$ cat src/hw/rtl/csv_field_splitter_core_macros.svh
// Assertion helpers for the field splitter. Each samples on clk and stays
// quiet while arst_n is low.
`ifndef CSV_FIELD_SPLITTER_CORE_MACROS_SVH
`define CSV_FIELD_SPLITTER_CORE_MACROS_SVH

// Same-cycle implication.
`define CSVFS_ASSERT_IMPL(label, ante, cons) \
	label: assert property (@(posedge clk) disable iff (!arst_n) (ante) |-> (cons)) \
		else $error("field splitter check failed");

// Next-cycle implication.
`define CSVFS_ASSERT_NEXT(label, ante, cons) \
	label: assert property (@(posedge clk) disable iff (!arst_n) (ante) |=> (cons)) \
		else $error("field splitter check failed");

`endif

$ cat src/hw/rtl/csvfs_pkg.sv
`default_nettype none
package csvfs_pkg;

	localparam int POS_WIDTH = 32;
	localparam int COL_WIDTH = 16;

	localparam int FIELD_W  = 32;
	localparam int COLF_W   = 16;
	localparam int BYTE_W   = 8;
	localparam int CFG_IDX_W = 8;

	localparam logic [POS_WIDTH-1:0] POS_MAX = {POS_WIDTH{1'b1}};
	localparam logic [COL_WIDTH-1:0] COL_MAX = {COL_WIDTH{1'b1}};

	localparam logic [BYTE_W-1:0] LF_BYTE = 8'h0A;
	localparam logic [BYTE_W-1:0] CR_BYTE = 8'h0D;

	localparam logic [BYTE_W-1:0] DELIM_RESET = 8'd44;
	localparam logic [BYTE_W-1:0] QUOTE_RESET = 8'd34;

	localparam logic [CFG_IDX_W-1:0] REG_DELIMITER  = 8'd0;
	localparam logic [CFG_IDX_W-1:0] REG_QUOTE_CHAR = 8'd1;

	// result queue
	localparam int FIFO_DEPTH = 4;
	localparam int PTR_W      = $clog2(FIFO_DEPTH);
	localparam int CNT_W      = $clog2(FIFO_DEPTH + 1);

	typedef enum logic [1:0] {
		MODE_UNQ,
		MODE_QUO,
		MODE_QSEEN,
		MODE_CLOSED
	} csvfs_mode_t;

	typedef struct packed {
		logic [BYTE_W-1:0] data_byte;
		logic              end_of_input;
	} csvfs_in_t;

	typedef struct packed {
		logic [FIELD_W-1:0] field_offset;
		logic [FIELD_W-1:0] field_length;
		logic [FIELD_W-1:0] row_number;
		logic [COLF_W-1:0]  column_number;
		logic               row_end;
		logic               last_result;
	} csvfs_out_t;

	typedef struct packed {
		csvfs_mode_t          mode;
		logic                 cr_pending;
		logic [POS_WIDTH-1:0] byte_position;
		logic [POS_WIDTH-1:0] start_offset;
		logic [POS_WIDTH-1:0] held_length;
		logic [POS_WIDTH-1:0] row_count;
		logic [COL_WIDTH-1:0] column_count;
	} csvfs_state_t;

	typedef struct packed {
		logic [CNT_W-1:0] count;
		logic             room_for_two;
	} csvfs_fifo_status_t;

	function automatic logic [POS_WIDTH-1:0] sat_inc(input logic [POS_WIDTH-1:0] v);
		return (v == POS_MAX) ? v : v + 1'b1;
	endfunction

	function automatic logic [POS_WIDTH-1:0] span(input logic [POS_WIDTH-1:0] e,
		input logic [POS_WIDTH-1:0] b);
		return (e > b) ? e - b : '0;
	endfunction

endpackage
`default_nettype wire

$ cat src/hw/rtl/csvfs_step.sv
`default_nettype none
// Per-byte decision: next scan state and up to two field records.
module csvfs_step (
	input  wire csvfs_pkg::csvfs_state_t cur,
	input  wire csvfs_pkg::csvfs_in_t    item,
	input  wire logic [7:0]              delimiter,
	input  wire logic [7:0]              quote_char,
	output csvfs_pkg::csvfs_state_t      nxt,
	output logic                         r0_valid,
	output csvfs_pkg::csvfs_out_t        r0,
	output logic                         r1_valid,
	output csvfs_pkg::csvfs_out_t        r1
);
	import csvfs_pkg::*;

	always_comb begin
		csvfs_state_t         s;
		logic                 done;
		logic                 ended;
		logic [POS_WIDTH-1:0] pos;
		logic [POS_WIDTH-1:0] pos_inc;
		logic [POS_WIDTH-1:0] len0;
		logic [POS_WIDTH-1:0] len1;
		logic [BYTE_W-1:0]    b;

		s        = cur;
		b        = item.data_byte;
		pos      = cur.byte_position;
		pos_inc  = sat_inc(pos);
		done     = 1'b0;
		ended    = 1'b0;
		len0     = '0;
		len1     = '0;
		r0_valid = 1'b0;
		r1_valid = 1'b0;

		// resolve a deferred CR first
		if (cur.cr_pending) begin
			s.cr_pending = 1'b0;
			if (b == LF_BYTE) begin
				r0_valid       = 1'b1;
				len0           = cur.held_length;
				s.row_count    = sat_inc(cur.row_count);
				s.column_count = '0;
				s.start_offset = pos_inc;
				s.mode         = MODE_UNQ;
				ended          = 1'b1;
				done           = 1'b1;
			end
		end

		// quote seen inside quotes: doubled quote or a close
		if (!done && s.mode == MODE_QSEEN) begin
			if (b == quote_char) begin
				s.mode = MODE_QUO;
				done   = 1'b1;
			end else begin
				s.mode = MODE_CLOSED;
			end
		end

		if (!done) begin
			unique case (s.mode)
				MODE_UNQ: begin
					priority if (b == quote_char) begin
						s.mode         = MODE_QUO;
						s.start_offset = pos_inc;
					end else if (b == delimiter) begin
						r0_valid       = 1'b1;
						len0           = span(pos, cur.start_offset);
						s.column_count = (s.column_count == COL_MAX) ?
							s.column_count : s.column_count + 1'b1;
						s.start_offset = pos_inc;
						s.mode         = MODE_UNQ;
					end else if (b == LF_BYTE) begin
						r0_valid       = 1'b1;
						len0           = span(pos, cur.start_offset);
						s.row_count    = sat_inc(s.row_count);
						s.column_count = '0;
						s.start_offset = pos_inc;
						s.mode         = MODE_UNQ;
						ended          = 1'b1;
					end else if (b == CR_BYTE) begin
						s.held_length = span(pos, s.start_offset);
						s.cr_pending  = 1'b1;
					end else begin
						s.mode = MODE_UNQ;
					end
				end
				MODE_QUO: begin
					if (b == quote_char) begin
						s.held_length = span(pos, s.start_offset);
						s.mode        = MODE_QSEEN;
					end
				end
				default: begin
					// closed quoted field: drop everything up to a terminator
					priority if (b == quote_char) begin
						s.mode = MODE_CLOSED;
					end else if (b == delimiter) begin
						r0_valid       = 1'b1;
						len0           = s.held_length;
						s.column_count = (s.column_count == COL_MAX) ?
							s.column_count : s.column_count + 1'b1;
						s.start_offset = pos_inc;
						s.mode         = MODE_UNQ;
					end else if (b == LF_BYTE) begin
						r0_valid       = 1'b1;
						len0           = s.held_length;
						s.row_count    = sat_inc(s.row_count);
						s.column_count = '0;
						s.start_offset = pos_inc;
						s.mode         = MODE_UNQ;
						ended          = 1'b1;
					end else if (b == CR_BYTE) begin
						s.cr_pending = 1'b1;
					end else begin
						s.mode = MODE_CLOSED;
					end
				end
			endcase
		end

		s.byte_position = pos_inc;

		// records take the state as it stood when each was emitted
		r0.field_offset  = FIELD_W'(cur.start_offset);
		r0.field_length  = FIELD_W'(len0);
		r0.row_number    = FIELD_W'(cur.row_count);
		r0.column_number = COLF_W'(cur.column_count);
		r0.row_end       = ended;
		r0.last_result   = 1'b1;

		if (s.mode == MODE_UNQ || s.mode == MODE_QUO) begin
			len1 = span(pos_inc, s.start_offset);
		end else begin
			len1 = s.held_length;
		end
		r1.field_offset  = FIELD_W'(s.start_offset);
		r1.field_length  = FIELD_W'(len1);
		r1.row_number    = FIELD_W'(s.row_count);
		r1.column_number = COLF_W'(s.column_count);
		r1.row_end       = 1'b1;
		r1.last_result   = 1'b1;

		if (item.end_of_input) begin
			r1_valid       = !ended;
			s.mode         = MODE_UNQ;
			s.cr_pending   = 1'b0;
			s.byte_position = '0;
			s.start_offset = '0;
			s.held_length  = '0;
			s.row_count    = POS_WIDTH'(1);
			s.column_count = '0;
		end

		if (r1_valid) begin
			r0.last_result = 1'b0;
		end

		nxt = s;
	end

endmodule
`default_nettype wire

$ cat src/hw/rtl/csvfs_fifo.sv
`default_nettype none
// Result queue: takes up to two records a cycle, hands out one.
module csvfs_fifo (
	input  wire logic                   clk,
	input  wire logic                   arst_n,
	input  wire logic                   push0,
	input  wire csvfs_pkg::csvfs_out_t  data0,
	input  wire logic                   push1,
	input  wire csvfs_pkg::csvfs_out_t  data1,
	input  wire logic                   pop,
	output csvfs_pkg::csvfs_out_t       head,
	output logic                        head_valid,
	output csvfs_pkg::csvfs_fifo_status_t status
);
	import csvfs_pkg::*;

	csvfs_out_t       mem_q [FIFO_DEPTH];
	logic [PTR_W-1:0] wr_ptr_q;
	logic [PTR_W-1:0] rd_ptr_q;
	logic [CNT_W-1:0] count_q;

	logic             has_first;
	logic             has_second;
	csvfs_out_t       first_data;
	logic [CNT_W-1:0] n_push;
	logic             do_pop;

	assign has_first  = push0 | push1;
	assign has_second = push0 & push1;
	assign first_data = push0 ? data0 : data1;
	assign n_push     = has_second ? CNT_W'(2) : (has_first ? CNT_W'(1) : CNT_W'(0));
	assign do_pop     = pop && (count_q != '0);

	always_ff @(posedge clk) begin
		if (has_first) begin
			mem_q[wr_ptr_q] <= first_data;
		end
		if (has_second) begin
			mem_q[wr_ptr_q + PTR_W'(1)] <= data1;
		end
	end

	always_ff @(posedge clk or negedge arst_n) begin
		if (!arst_n) begin
			wr_ptr_q <= '0;
			rd_ptr_q <= '0;
			count_q  <= '0;
		end else begin
			wr_ptr_q <= wr_ptr_q + PTR_W'(n_push);
			if (do_pop) begin
				rd_ptr_q <= rd_ptr_q + PTR_W'(1);
			end
			count_q <= count_q + n_push - CNT_W'(do_pop);
		end
	end

	assign head              = mem_q[rd_ptr_q];
	assign head_valid        = (count_q != '0);
	assign status.count      = count_q;
	assign status.room_for_two = (count_q <= CNT_W'(FIFO_DEPTH - 2));

endmodule
`default_nettype wire

$ cat src/hw/rtl/csv_field_splitter_core.sv
`default_nettype none
// CSV field splitter. Bytes of a text arrive on in_data, one per transfer,
// with end_of_input marking the last byte; each field comes out on out_data
// as start offset, content length, row, column and a row-end flag, and
// last_result marks the final record a byte causes (a byte causes zero, one
// or two). Quotes open quoted mode even mid-field, doubled quotes stay raw,
// LF and CRLF end rows, a lone CR is content, and bytes after a closing
// quote are dropped up to the terminator. Rate: one byte per clock cycle
// while in_ready is high. A byte is held in the input register and decided
// there in a single pass; its records then enter a four-entry result queue
// whose head drives the output, so a record is visible once the queue has
// registered it and is taken at a rising edge where out_ready is high. The
// output drains one record per cycle while out_ready is high; in_ready drops
// only while the queue holds more than two records, which happens when the
// sink stalls or bytes emit records faster than one per cycle on average.
// Write delimiter (index 0) and quote_char (index 1) only while idle;
// writes to other indexes are ignored. cfg_ready is always high.
module csv_field_splitter_core (
	input  wire logic                  clk,
	input  wire logic                  arst_n,
	input  wire logic                  in_valid,
	output logic                       in_ready,
	input  wire csvfs_pkg::csvfs_in_t  in_data,
	output logic                       out_valid,
	input  wire logic                  out_ready,
	output csvfs_pkg::csvfs_out_t      out_data,
	input  wire logic                  cfg_valid,
	output logic                       cfg_ready,
	input  wire logic [7:0]            cfg_index,
	input  wire logic [7:0]            cfg_data
);
	import csvfs_pkg::*;

	`include "csv_field_splitter_core_macros.svh"

	// configuration registers
	logic [BYTE_W-1:0] delimiter_q;
	logic [BYTE_W-1:0] quote_char_q;

	// input register
	logic       valid_s1;
	csvfs_in_t  item_s1;
	logic       adv_s1;

	// scan state
	csvfs_state_t state_q;
	csvfs_state_t state_nxt;

	logic       r0_valid;
	logic       r1_valid;
	csvfs_out_t r0;
	csvfs_out_t r1;

	csvfs_fifo_status_t fifo_status;

	assign cfg_ready = 1'b1;

	always_ff @(posedge clk or negedge arst_n) begin
		if (!arst_n) begin
			delimiter_q  <= DELIM_RESET;
			quote_char_q <= QUOTE_RESET;
		end else if (cfg_valid) begin
			unique case (cfg_index)
				REG_DELIMITER:  delimiter_q  <= cfg_data;
				REG_QUOTE_CHAR: quote_char_q <= cfg_data;
				default: ;
			endcase
		end
	end

	// advance the held byte once the queue can absorb both possible records
	assign adv_s1   = valid_s1 && fifo_status.room_for_two;
	assign in_ready = !valid_s1 || adv_s1;

	always_ff @(posedge clk or negedge arst_n) begin
		if (!arst_n) begin
			valid_s1 <= 1'b0;
		end else if (in_ready) begin
			valid_s1 <= in_valid;
		end
	end

	always_ff @(posedge clk) begin
		if (in_valid && in_ready) begin
			item_s1 <= in_data;
		end
	end

	csvfs_step u_step (
		.cur        (state_q),
		.item       (item_s1),
		.delimiter  (delimiter_q),
		.quote_char (quote_char_q),
		.nxt        (state_nxt),
		.r0_valid   (r0_valid),
		.r0         (r0),
		.r1_valid   (r1_valid),
		.r1         (r1)
	);

	// commit the scan state only when the byte's records are queued
	always_ff @(posedge clk or negedge arst_n) begin
		if (!arst_n) begin
			state_q.mode          <= MODE_UNQ;
			state_q.cr_pending    <= 1'b0;
			state_q.byte_position <= '0;
			state_q.start_offset  <= '0;
			state_q.held_length   <= '0;
			state_q.row_count     <= POS_WIDTH'(1);
			state_q.column_count  <= '0;
		end else if (adv_s1) begin
			state_q <= state_nxt;
		end
	end

	csvfs_fifo u_fifo (
		.clk        (clk),
		.arst_n     (arst_n),
		.push0      (adv_s1 && r0_valid),
		.data0      (r0),
		.push1      (adv_s1 && r1_valid),
		.data1      (r1),
		.pop        (out_ready),
		.head       (out_data),
		.head_valid (out_valid),
		.status     (fifo_status)
	);

	// queue never overfills
	`CSVFS_ASSERT_IMPL(a_fifo_bound, 1'b1, fifo_status.count <= CNT_W'(FIFO_DEPTH))
	// a held byte that cannot advance stays held
	`CSVFS_ASSERT_NEXT(a_s1_hold, valid_s1 && !adv_s1, valid_s1)
	// a stalled record is not lost
	`CSVFS_ASSERT_NEXT(a_out_hold, out_valid && !out_ready, out_valid)
	// row numbers are one-based
	`CSVFS_ASSERT_IMPL(a_row_nonzero, 1'b1, state_q.row_count != '0)

endmodule
`default_nettype wire

$ cat config.mk
export PLATFORM = sky130hd
export DESIGN_NAME = csv_field_splitter_core
export DESIGN_NICKNAME = d
export VERILOG_FILES = /design/src/hw/rtl/csvfs_pkg.sv /design/src/hw/rtl/csvfs_step.sv /design/src/hw/rtl/csvfs_fifo.sv /design/src/hw/rtl/csv_field_splitter_core.sv
export VERILOG_INCLUDE_DIRS = /design/src /design/src/hw/rtl
export SDC_FILE = /design/constraint.sdc
export NUM_CORES = 2
export LEC_CHECK = 0
export BUFFER_PORTS_ARGS = -buffer_cell sky130_fd_sc_hd__buf_4
export CAP_MARGIN = 20
export CORE_MARGIN = 2
export CORE_UTILIZATION = 54
export CTS_CLUSTER_SIZE = 20
export DETAILED_ROUTE_END_ITERATION = 7
export PLACE_DENSITY_LB_ADDON = 0.2
export SETUP_SLACK_MARGIN = 0.4
export SYNTH_ARGS = -nofsm -noshare
export SYNTH_HDL_FRONTEND = slang
export SYNTH_HIERARCHICAL = 1
export SYNTH_SLANG_ARGS = --single-unit
$ cat constraint.sdc
create_clock -name clk -period 10.85 [get_ports clk]
set_input_delay 0.5425 -clock clk [delete_from_list [all_inputs] [get_ports clk]]
set_output_delay 0.5425 -clock clk [all_outputs]
set_load 0.02 [all_outputs]
== Word level (Yosys, flattened, before mapping) ==
Memory sizes are Yosys's and may differ from the RTL's.
Cells that the tools add are included.

* Memories: 1
* Latch bits: 0
* Register bits after elaboration: 180
* Memory bits (writable): 456
* Word-level logic and storage cells: 145
* Input bits: 30
* Bits in read-only memories: 0

* Reduce and logical (&&, ||, !) cells: 17
* Mux-type cells: 82
* Multiply operators: 0
* Div/mod/pow operators: 0
* Add/subtract/negate cells: 12
* Order comparisons: 4
* Shift-type cells: 0
* Bitwise operators: 2
* Equality and inequality tests: 12

{| class="wikitable"
|+ Memories
! memory !! words !! width !! rd ports !! clocked after Yosys merged registers in !! wr ports !! RTL line !! text
|-
| u_fifo.mem_q || 4 || 114 || 1 || 0 || 2 || csvfs_fifo.sv:17 || <nowiki>csvfs_out_t mem_q [FIFO_DEPTH];</nowiki>
|}

{| class="wikitable"
|+ Operators with widths
! cell !! count
|-
| 32-bit 2-to-1 mux || 26
|-
| 48-bit 2-to-1 mux || 4
|-
| 32-bit case mux with 2 select lines || 3
|-
| 147-bit 2-to-1 mux || 1
|-
| 114-bit 2-to-1 mux || 1
|-
| 112-bit 2-to-1 mux || 1
|-
| 32-bit by 1-bit adder with 32-bit output, second input constant || 3
|-
| 32-bit == test, second input constant || 3
|-
| 32-bit greater-than comparator || 3
|-
| 48-bit case mux with 2 select lines || 1
|-
| 32-bit subtractor || 3
|-
| 80-bit 2-to-1 mux || 1
|-
| 64-bit 2-to-1 mux || 1
|-
| 16-bit 2-to-1 mux || 2
|-
| 1-bit 2-to-1 mux || 25
|-
| 2-bit 2-to-1 mux || 12
|-
| 16-bit by 1-bit adder with 16-bit output, second input constant || 1
|-
| 16-bit == test, second input constant || 1
|-
| 8-bit by 4-bit == test with 1-bit output, second input constant || 2
|-
| 8-bit == test || 2
|-
| 3-bit 2-to-1 mux || 3
|-
| 8-bit by 1-bit == test with 1-bit output, second input constant || 1
|-
| 8-bit logical NOT || 1
|-
| 1-bit logical AND || 6
|-
| 15 further kinds || 22
|}

== Depth between registers and ports, before layout ==
* Word-level depth: 17
* Gate-level depth with buffers: 26

== By module ==
The synthesis kept the hierarchy.

{| class="wikitable"
|+ Modules (own cells, without submodules)
! module !! instances !! sequential area each (um^2) !! area each (um^2) !! cells each
|-
| csvfs_fifo || 1 || 13868.3 || 23792.8 || 1707
|-
| csvfs_step || 1 || 0.0 || 11636.2 || 1861
|-
| csv_field_splitter_core || 1 || 4381.7 || 6518.8 || 365
|}

== Worst setup path after synthesis ==
No wires, ideal clock.

* Kind: reg2reg
* Start point: register item_s1[6] (netlist name)
* End point: memory u_fifo/mem_q[1][0] (netlist name) (enable)
* Period minus slack after synthesis: 9.293 ns
* Path slack: 1.557 ns
* Required time: 10.225 ns
* Data arrival time: 8.668 ns
* Stages on the path, launching flop included: 14
* Buffers on the path: 5
* Cells stage by stage: edfxtp_1 -> or4_4 -> or3_1 -> buf_6 -> clkbuf_1 -> clkbuf_1 -> o21ai_0 -> and3_1 -> clkbuf_1 -> clkbuf_1 -> inv_1 -> ha_1 -> nand2b_1 -> a21oi_1

{| class="wikitable"
|+ RTL lines
! what !! RTL line !! text
|-
| start: declaration || csv_field_splitter_core.sv:42 || <nowiki>csvfs_in_t item_s1;</nowiki>
|-
| start signal: assignment || csv_field_splitter_core.sv:85 || <nowiki>item_s1 <= in_data;</nowiki>
|-
| end: declaration || csvfs_fifo.sv:17 ||
|}

==> results.sh <==
export IMPL_dr_pass1_iters=6
export IMPL_synthMuxAreaShare_pct=11.1
export IMPL_dpl_worst_slack_ns=3.54
export IMPL_rsz0062_at_grt="no"
export IMPL_clock_skew_ns=0.0267
export IMPL_fin_ws_ns=3.20
export IMPL_ys_types=96
export IMPL_synth_top_area_share_pct=33.3
export IMPL_synthFlopType="edfxtp_1"
export IMPL_synthXorXnorAreaFrac_pct=3.82
export IMPL_track_usage_pct=32.0
export IMPL_cts_sinks=636
export IMPL_die_w_um=283
export IMPL_drc_errors=0
export IMPL_cp_required_ns=11.16
export IMPL_drt_iter0_markers=4415
export IMPL_clock_fmax_mhz=131
export IMPL_start_util_pct=54.3
export IMPL_ant_nets=0
export IMPL_crit_fanout=48
export IMPL_drv_max_cap_violation_count=0
export IMPL_reg2reg_from="item_s1[2]$_DFFE_PP_"
export IMPL_synthTopCellsByArea="edfxtp_1 33%, dfrtp_1 9.8%, o221ai_1 9.6%"
export IMPL_synth_top_family_by_area="compound AO/OA/AOI/OAI gates"
export IMPL_ys_seq_area_share_pct=43.5
export IMPL_grt_max_degree=151
export IMPL_busiest_layer="met2"
export IMPL_drt_total_wl_um=129000
export IMPL_avgSynthCellArea_sq_um=10.7
export IMPL_diodes=0
export IMPL_rows=102
export IMPL_yosys_area_share_simple_pct=14.8
export IMPL_cp_cell_sequence="or4bb_1 -> or3_2 -> buf_4 -> nand3_1 -> o21ai_4 -> buf_4 -> a21oi_1 -> o21ai_0 -> ha_1 -> and3_1 -> a221oi_1 -> o21ai_0 -> a21o_1 -> o31ai_1 -> a31o_2 -> o21ai_0 -> nand2b_1 -> buf_4 -> o21ai_0 -> nand2b_1 -> o221ai_1"
export IMPL_synth_compound_area_share_pct=17.8
export IMPL_powerDensity_nw_per_um2=287
export IMPL_cts_buffers=71
export IMPL_holdCritStartpoint="in_data[0]"
export IMPL_regToRegEndpoint="u_fifo/mem_q[3][60]$_DFFE_PP_"
export IMPL_outcome="finished, final reports clean"
export IMPL_die_y_um=283
export IMPL_use_met1_pct=45.6
export IMPL_area_growth_syn_to_layout_pct=8.15
export IMPL_cts_buffer_depth=3
export IMPL_num_vias=33900
export IMPL_synth_adder_area_share_pct=3.35
export IMPL_nets=3985
export IMPL_ys_seq_elements=636
export IMPL_post_cts_buffers=0
export IMPL_tns_ns=0
export IMPL_port_buffers=145
export IMPL_cp_start_kind="flip-flop"
export IMPL_worst_pin_slew_ns=1.12
export IMPL_viasPerCell=6.85
export IMPL_leakagePower_nw=16.6
export IMPL_antenna_found_initial=4
export IMPL_layout_drive_gt1_share_pct=16.0
export IMPL_wl_per_cell_um=26.2
export IMPL_hold_class="primary input to flip-flop"
export IMPL_min_period_ns=7.65
export IMPL_hold_viol=0
export IMPL_crit_slowest_cell="nand3_1"
export IMPL_fin_crit_sh_pct=70.5
export IMPL_worstSetupPathType="flip-flop to flip-flop"
export IMPL_grtUsageMet3_pct=6.83
export IMPL_cp_data_arrival_time_ns=7.97
export IMPL_crit_path_frequent_cell="o21ai_0"
export IMPL_met2_usage_pct=48.6
export IMPL_dpl_hpwl_um=84400
export IMPL_ioPinCount=147
export IMPL_synth_area_leader_cell="edfxtp_1"
export IMPL_rr_worst_depth=21
export IMPL_synthCells=3933
export IMPL_crit_buf_inv=3
export IMPL_worstHoldEndpoint="item_s1[0]$_DFFE_PP_"
export IMPL_design_core_area_sq_um=77200
export IMPL_drv_slew=0
export IMPL_cts_tree="done"
export IMPL_synthesis_area_sq_um=41900
export IMPL_cp_top_family="compound AO/OA/AOI/OAI gates"
export IMPL_layout_common_cells="465 x edfxtp_1, 460 x o221ai_1, 412 x nand2_1"
export IMPL_htreeDepth=3
export IMPL_grt_pass1_wl_um=195000
export IMPL_setup_viol=0
export IMPL_clk_pin_slew_ns=0.06
export IMPL_rrSetupSlack_ns=3.20
export IMPL_cts_root_buf="clkbuf_16"
export IMPL_grt_pass1_vias=32200
export IMPL_async_flop_share_pct=26.9
export IMPL_yosysWarningCount=6
export IMPL_slowest_delay_ns=0.62
export IMPL_cp_end_kind="flip-flop"
export IMPL_hold_slack_ns=0.0959
export IMPL_relSlewSlack_pct=24.4
export IMPL_max_vdd_ir_drop_v=0.000206
export IMPL_clk_latency_ns=0.63
export IMPL_layout_commonest_cell="edfxtp_1"
export IMPL_synth_edf_count=465
export IMPL_place_congestion=1.04
export IMPL_die_area_sq_um=79900
export IMPL_grt_ovfl_total=0
export IMPL_holdPathStages=1
[per-layer routing]
metal / vias up / share of wire, %
li1: 14900 / -
met1: 16800 / 41
met2: 1879 / 45
met3: 251 / 11
met4: 6 / 3.2
met5: - / 0.031
[per-stage QoR]
| step | instances | cell area [sq um] | power (W) | util (%) |
|---|---|---|---|---|
| after floorplan | 3934 | 42000 | 0.00815 | - |
| after global placement | 4809 | 43000 | 0.0103 | 55.6 |
| after detailed placement | 4810 | 43000 | 0.0104 | 55.7 |
| after CTS | 4941 | 45400 | 0.0129 | 58.7 |
| after global routing | 4942 | 45400 | 0.0136 | 58.8 |
| final | 4942 | 45400 | 0.0130 | 58.8 |
[timing repair]
action	in CTS	in global routing
resized for setup	0	0
hold buffers	1	0
endpoints found under the hold margin	21	0
[cell type report]
type / count / area, sq um
inverter: 130 / 488
multi-input combinational: 2817 / 21500
clock inverter: 29 / 310
fill: 6472 / 31800
sequential: 636 / 18300
timing repair buffer: 189 / 1500
clock buffer: 101 / 2050
tap: 1040 / 1300
[synth_stat cells (7+ instances only)]
cell and number:
ha_1 106, nor3_1 32, or3_1 14, and3_1 27, buf_4 97, o221ai_1 460
nor2b_1 80, and2_1 15, nor2_1 194, xor2_1 95, nand2b_1 255, edfxtp_1 465
buf_2 62, mux4_2 114, o22ai_1 14, clkbuf_1 173, o21a_1 15, mux2_2 156
o21ai_0 137, a22o_1 8, mux2_4 8, nand2_1 415, mux2i_1 18, inv_1 130
o41ai_1 8, buf_6 12, a211o_1 7, a211oi_1 22, o31ai_1 12, nand3_1 62
or2_2 8, nor4_1 16, and4_1 17, nand4_1 40, a21oi_1 139, dfrtp_1 165
a21o_1 63, a31oi_1 22, xnor2_1 88, a22oi_1 19, o21bai_1 10
[worst max path at each step]
stage | to | slack (ns) | depth (start not counted) | start
after floorplan | u_fifo/mem_q[1][0]$_DFFE_PP_ | 1.56 | 13 | item_s1[6]$_DFFE_PP_
after global placement | u_fifo/mem_q[1][69]$_DFFE_PP_ | 3.75 | 22 | item_s1[8]$_DFFE_PP_
after detailed placement | u_fifo/mem_q[3][69]$_DFFE_PP_ | 3.54 | 22 | item_s1[8]$_DFFE_PP_
after CTS | u_fifo/mem_q[3][69]$_DFFE_PP_ | 3.51 | 22 | item_s1[8]$_DFFE_PP_
after global routing | u_fifo/mem_q[3][69]$_DFFE_PP_ | 2.80 | 22 | item_s1[8]$_DFFE_PP_
final | u_fifo/mem_q[3][60]$_DFFE_PP_ | 3.20 | 21 | item_s1[2]$_DFFE_PP_
[power by group]
| group | leakage (nW) | total, W | internal, W | switching [W] |
|---|---|---|---|---|
| combinational | 9.05 | 0.00703 | 0.00262 | 0.00441 |
| sequential | 6.42 | 0.00353 | 0.00331 | 0.000227 |
| clock | 1.15 | 0.00247 | 0.00146 | 0.00101 |
[logic make-up (layout without fill, tap and decap cells)]
group / Yosys count / in the layout
mux: 298 / 298
compound gates: 999 / 999
simple gates: 1224 / 1224
buf+inv: 481 / 449
xor+xnor: 183 / 183
fa+ha+maj: 110 / 110
flops: 636 / 636
other cells: 2 / 3
[state kept, by name, indices dropped and copies added (netlist names)]
register         count
u_fifo/mem_q       456
u_fifo/rd_ptr_q      2
delimiter_q          8
quote_char_q         8
state_q            147
item_s1              9
u_fifo/wr_ptr_q      2
u_fifo/count_q       3
valid_s1             1
(Power assumes the default switching activity.)
